[src/hdl/dpg_pkg.sv]
// Shared widths, register codes, the pipeline payload type and the power-of-ten table.
package dpg_pkg;

   localparam int MAX_DIGITS_DEF  = 18;
   localparam int DIGIT_COUNT_W   = 5;
   localparam int ORDINAL_W       = 30;
   localparam int VALUE_W         = 60;
   localparam int DIGIT_IDX_W     = 4;
   localparam int CSR_DATA_W      = 32;
   localparam int CSR_ADDR_W      = 3;

   // Register index, taken from byte address bit 2.
   localparam logic REG_DIGIT_COUNT = 1'b0;

   // Reciprocal of ten, exact for dividends below 2**32 with a shift of 35.
   localparam logic [31:0] RECIP_TEN   = 32'hCCCC_CCCD;
   localparam int          RECIP_SHIFT = 35;

   typedef struct packed {
      logic [ORDINAL_W-1:0]   x;
      logic [ORDINAL_W-1:0]   rev;
      logic [VALUE_W-1:0]     scaled;
      logic [DIGIT_IDX_W-1:0] n;
      logic                   skip;
      logic                   oor;
      logic                   last;
   } dpg_stage_type;

   function automatic logic [ORDINAL_W-1:0] pow10_f(input logic [DIGIT_IDX_W-1:0] e);
      logic [ORDINAL_W-1:0] p;
      case (e)
         4'd0:    p = 30'd1;
         4'd1:    p = 30'd10;
         4'd2:    p = 30'd100;
         4'd3:    p = 30'd1000;
         4'd4:    p = 30'd10000;
         4'd5:    p = 30'd100000;
         4'd6:    p = 30'd1000000;
         4'd7:    p = 30'd10000000;
         4'd8:    p = 30'd100000000;
         4'd9:    p = 30'd1000000000;
         default: p = '0;
      endcase
      return p;
   endfunction

endpackage

[src/hdl/dpg_prep.sv]
// First two pipeline stages: range check, first half, and scaling of the half.
module dpg_prep #(
   parameter int MAX_DIGITS = dpg_pkg::MAX_DIGITS_DEF
) (
   input  logic                              clock,
   input  logic                              en_p1,
   input  logic                              en_p2,
   input  logic [dpg_pkg::DIGIT_COUNT_W-1:0] digit_count,
   input  logic [dpg_pkg::ORDINAL_W-1:0]     ordinal,
   output dpg_pkg::dpg_stage_type            stage_out
);
   import dpg_pkg::*;

   typedef struct packed {
      logic [ORDINAL_W-1:0]   half;
      logic [DIGIT_IDX_W-1:0] sc;
      logic [DIGIT_IDX_W-1:0] n;
      logic                   skip;
      logic                   oor;
      logic                   last;
   } dpg_p1_type;

   dpg_p1_type    p1_in, p1_ff;
   dpg_stage_type p2_in, p2_ff;

   logic [DIGIT_COUNT_W-1:0] len;
   logic [DIGIT_IDX_W-1:0]   h;
   logic [ORDINAL_W-1:0]     base;
   logic [ORDINAL_W-1:0]     count;

   always_comb begin
      if (digit_count > DIGIT_COUNT_W'(MAX_DIGITS)) begin
         len = DIGIT_COUNT_W'(MAX_DIGITS);
      end else if (digit_count == '0) begin
         len = DIGIT_COUNT_W'(1);
      end else begin
         len = digit_count;
      end
      h     = DIGIT_IDX_W'((len + DIGIT_COUNT_W'(1)) >> 1);
      base  = pow10_f(h - DIGIT_IDX_W'(1));
      count = (base << 3) + base;

      p1_in.half = base + ordinal;
      p1_in.sc   = DIGIT_IDX_W'(len - DIGIT_COUNT_W'(h));
      p1_in.n    = h;
      p1_in.skip = len[0];
      p1_in.oor  = (ordinal >= count);
      p1_in.last = (ordinal == count - ORDINAL_W'(1));
   end

   always_comb begin
      p2_in.x      = p1_ff.half;
      p2_in.rev    = '0;
      p2_in.scaled = VALUE_W'(p1_ff.half) * VALUE_W'(pow10_f(p1_ff.sc));
      p2_in.n      = p1_ff.n;
      p2_in.skip   = p1_ff.skip;
      p2_in.oor    = p1_ff.oor;
      p2_in.last   = p1_ff.last;
   end

   always_ff @(posedge clock) begin
      if (en_p1) begin
         p1_ff <= p1_in;
      end
      if (en_p2) begin
         p2_ff <= p2_in;
      end
   end

   assign stage_out = p2_ff;

endmodule

[config.mk]
export PLATFORM = sky130hd
export DESIGN_NAME = dpg_prep
export DESIGN_NICKNAME = d
export VERILOG_FILES = /design/src/hdl/dpg_pkg.sv /design/src/hdl/dpg_prep.sv
export SDC_FILE = /design/constraint.sdc
export NUM_CORES = 2
export LEC_CHECK = 0
export BUFFER_PORTS_ARGS = -buffer_cell sky130_fd_sc_hd__clkbuf_2
export CAP_MARGIN = 20
export CORE_AREA = 3 3 334 336
export DETAILED_ROUTE_END_ITERATION = 16
export DIE_AREA = 0 0 337 339
export PLACE_DENSITY = 0.59
export SYNTH_ARGS = -nofsm -noshare
export SYNTH_HDL_FRONTEND = slang
export SYNTH_SLANG_ARGS = --single-unit
[constraint.sdc]
create_clock -name clock -period 8.2 [get_ports clock]
set_clock_uncertainty 0.1 [all_clocks]
set_input_delay 0.82 -clock clock [delete_from_list [all_inputs] [get_ports clock]]
set_output_delay 0.82 -clock clock [all_outputs]
set_load 0.01 [all_outputs]
* Word-level counts from Yosys, hierarchy flattened *
Memory sizes are Yosys's and may differ from the RTL's. A register that Yosys moved wholly into a read port is not among the register bits.
Index checks and enable logic that the tools add are counted.

word-level totals
  bits in registers = 138
  memory bits (read-only) = 960
  input bits = 38
  output and inout bits = 127
  word-level logic and storage cells = 28
  memories kept = 2

memory list
  name             depth  bits a word  read ports  clocked after Yosys merged registers in  write ports  line           RTL
  (no name shown)  16     30           1           1                                        0            dpg_pkg.sv:31  case (e)
  (no name shown)  16     30           1           0                                        0            dpg_pkg.sv:31

operators by class
  add/sub/neg operators = 6
  $mul = 1
  magnitude comparators = 2
  eq/ne operators = 1
  muxes and demuxes = 3
  reductions and logical operators = 1

operators by type and width
  kind                                                                   number
  30-bit adder                                                           2
  30-bit by 30-bit multiplier with 60-bit output                         1
  30-bit equality test                                                   1
  30-bit >= comparator                                                   1
  30-bit by 1-bit subtractor with 30-bit output (second input constant)  1
  5-bit two-way mux                                                      2
  5-bit by 1-bit adder with 5-bit output (second input constant)         1
  5-bit > comparator (second input constant)                             1
  5-bit zero test                                                        1
  4-bit two-way mux                                                      1
  4-bit by 1-bit subtractor with 4-bit output (second input constant)    1
  4-bit subtractor                                                       1

* Depth between registers and ports, before layout *
An unclocked memory read counts as a cell.

  depth after elaboration = 9
  gate-level depth with buffers = 38

* Least setup slack after synthesis *
OpenSTA, ideal clock, no wires.

  path type = flip-flop to flip-flop
  start = reg p1_ff[27] in the netlist's numbering
  end = reg p2_ff, in the netlist stage_out[66], data pin
  setup time = 260 ps
  arrival time = 7,613 ps
  slack = 227 ps
  stages on the path, launching flop included = 33
  period minus slack after synthesis = 7,973 ps
  cells stage by stage = edfxtp_1 > clkbuf_1 > nand2_1 > inv_1 > fa_1 > inv_1 > fa_1 > inv_1 > fa_1 > inv_1 > fa_1 > inv_1 > fa_1 > fa_1 > fa_1 > inv_1 > fa_1 > inv_1 > ha_1 > a21o_1 > a21o_1 > a21oi_1 > o21ai_0 > a311o_1 > a22oi_1 > o311ai_0 > a21oi_1 > o21ai_0 > a41oi_1 > a31oi_1 > o21a_1 > nor2_1 > xnor2_1

RTL lines
  item                    line            RTL
  start, declared         dpg_prep.sv:23  dpg_p1_type p1_in, p1_ff;
  start signal, assigned  dpg_prep.sv:63  p1_ff <= p1_in;
  end signal, assigned    dpg_prep.sv:66  p2_ff <= p2_in;
  end, declared           dpg_prep.sv:24  dpg_stage_type p2_in, p2_ff;

==> metrics.md <==
| Metric | Value |
|---|---|
| Status | finished, final reports clean |
| Period utilization | 99.74% |
| GR Util met1 | approximately a quarter |
| Worst-margin pin slew | 0.8691 ns |
| Pre-CTS setup slack | -0.5347 ns |
| Cell family with most CP delay | adder cells |
| Flops & latches, synth | 161 |
| Max Freq | between 100 and 150 MHz |
| Mapped Avg Cell Area | 9.608 µm² |
| Critical Path RT | 8.36 ns |
| Top cell by count, worst path | fa_1 |
| Initial core utilization | 34.99% |
| Async S/R FF share, synth | 0% |
| H-tree levels | 4 |
| RSZ-0062 raised after global routing | yes |
| Setup-failing EPs final | 0 |
| DR DRC count | 0 |
| Pin count of the biggest net entering global routing | 56 |
| Fin. Hold Viols | 0 |
| Cell count after synthesis | about 4k |
| Register area share after synthesis | 12.09% |
| CTS Buf Count | 17 |
| Leading area contributor after synthesis | fa_1 |
| Max cap viols | 0 |
| Yosys Warn Count | 0 |
| Crit Path Class | register to register |
| Initial DRC Count | 1582 |
| Top cells by count, synth | inv_1 (903), fa_1 (782), nand2_1 (457) |
| Clock transition at path regs | 0.10 ns |
| # hold bufs at CTS | 0 |
| # port buffers | 134 |
| CTS tree | yes |
| Final global-route overflow total | 0 |
| Routed wire length | 108200 µm |
| Met3 Resource Use GR | under 10% |
| Die width | 337 µm |
| Die area | between 100000 and 150000 µm² |
| DRT Pass-1 Iters | 5 |
| First-pass GRT wire length | approximately 170000 µm |
| Max-slew headroom | 42.06% |
| Core Box Area | around 110000 µm² |
| Finished Layout Cells | around 5.8k |
| Synth cell types | 93 |
| DRT antenna net count | 0 |
| Synth Flop Type | edfxtp_1 |
| Setup WS post-layout | ~0.022 ns |
| Slowest-stage cell, CP | fa_1 |
| Worst EP arrival | 8.33 ns |
| Post-layout min period | 8.178 ns |
| GP Congestion | between 0.9 and 1 |
| Clock Path Buffers | 2 |
| Area contributors post-synth | fa_1 (41%), ha_1 (11%), edfxtp_1 (11%) |
| Final Slew Violations | 0 |
| CP Buf/Inv Count | 6 |
| CTS Sinks | 161 |
| CP Capture Type | register |
| CP startpoint kind | register |
| HPWL after DPL | 94100 µm |
| Max Fanout on Critical Path | 11 |
| Fill cells | 10.72k |
| Initial antenna violation count | 2 |
| Hold Crit Class | register to register |
| Fin util | between 40% and 50% |
| Share of layout cells above drive strength 1 | 17.97% |
| Netlist Area Pre-Place | 38090 µm² |
| Clk root buf | clkbuf_16 |
| Worst skew pair latency | 0.52 ns |
| Worst path max stage delay | around 0.64 ns |
| Setup TNS | 0 ns |
| Wire per inst | approximately 19 µm |
| Area growth from synthesis to layout | 17.17% |
| Via Count | around 28k |
| Number of global-route vias before repair | 30.31k |
| DP Cell Count | 5780 |
| Post-layout net count | 5585 |
| # rows | approximately 120 |
| Vias/cell | 4.791 |
| Grt peak-use layer | met2 |
| Met2 Use GR | 33.15% |
| Ports | about 170 |
| Most common cell in the netlist | inv_1 |
| GR Util All Layers | between 10% and 20% |
| Number of synthesized flops with an enable pin | 138 |
| Post-synth top area share | between 40 and 50% |
| Die H | 339 µm |
-- what timing repair did --
| action | in CTS | in global routing |
|---|---|---|
| gates resized for setup | 60 | 130 |
| setup endpoints to repair | 8 | 14 |
| setup buffers | 20 | 21 |
| pin swaps | 20 | 67 |
| gates cloned | 1 | 0 |
-- metrics by stage --
stage,cell area [µm²],hold slack (ns)
2_1_floorplan,38200,0.3003
6_report,44630,0.3342
5_1_grt,44630,0.3508
3_5_place_dp,43130,0.3147
4_1_cts,44050,0.3346
3_3_place_gp,43130,0.3064
-- cells in the final DEF (no fill, tap or decap), types with 25 or more instances in the layout --
cell	synthesis	final
a21o_1	52	52
a21oi_1	103	90
and2_1	320	309
buf_4	32	405
buf_6	3	25
clkbuf_2	0	134
conb_1	1	30
edfxtp_1	138	138
fa_1	782	750
fa_2	0	32
ha_1	344	330
inv_1	903	888
nand2_1	457	446
nand3_1	28	26
nor2_1	88	86
nor2b_1	26	25
nor3_1	25	25
o21a_1	29	28
o21ai_0	70	61
xnor2_1	90	89
xor2_1	47	47
-- cell families after synthesis --
logic type,share of synthesized area (%)
AO/OA/AOI/OAI,6.468
XOR/XNOR,3.436
adder cells (fa/ha/maj),52.43
buffers and inverters,11.05
flip-flops,12.09
multiplexers,0.4894
other,0.009846
AND/OR/NAND/NOR,14.03
-- worst register-to-register path, delay by kind of cell, from the launching register on --
kind	cells	cell delay, ns
buffers and inverters	6	0.62
flip-flops	1	0.45
XOR/XNOR	1	0.07
adder cells (fa/ha/maj)	9	4.36
AO/OA/AOI/OAI	10	2.06
AND/OR/NAND/NOR	3	0.26
-- final cells by class --
cell class | instances | area, µm² | area share [%]
Multi-Input combinational cell | 2751 | 29850 | 66.88
Sequential cell | 161 | 4636 | 10.39
Clock buffer | 17 | 425.4 | 0.9532
Tap cell | 1414 | 1769 | 3.964
Clock inverter | 15 | 183.9 | 0.4121
Inverter | 905 | 3397 | 7.612
Timing Repair Buffer | 585 | 4368 | 9.787
Antenna cell | 1 | 2.502 | 0.005607
-- routing by layer --
layer	vias up	share of wire [%]	routed length (µm)
li1	12963	-	-
met1	14272	44	47700
met2	674	48	52150
met3	116	4.4	4733
met4	0	3.4	3632
met5	-	0	0
-- final timing paths --
kind	start	to	slack [ns]	depth (start not counted)
worst max-delay path	p1_ff[28]$_DFFE_PP_	stage_out[66]$_DFFE_PP_	0.02	29
worst max register to register	p1_ff[28]$_DFFE_PP_	stage_out[66]$_DFFE_PP_	0.02	29
worst min-delay path	p1_ff[4]$_DFFE_PP_	stage_out[4]$_DFFE_PP_	0.33	0
worst min register to register	p1_ff[4]$_DFFE_PP_	stage_out[4]$_DFFE_PP_	0.33	0
Power is not shown: default switching activity piles up to over one toggle a cycle in this logic, so the estimate is an artifact.
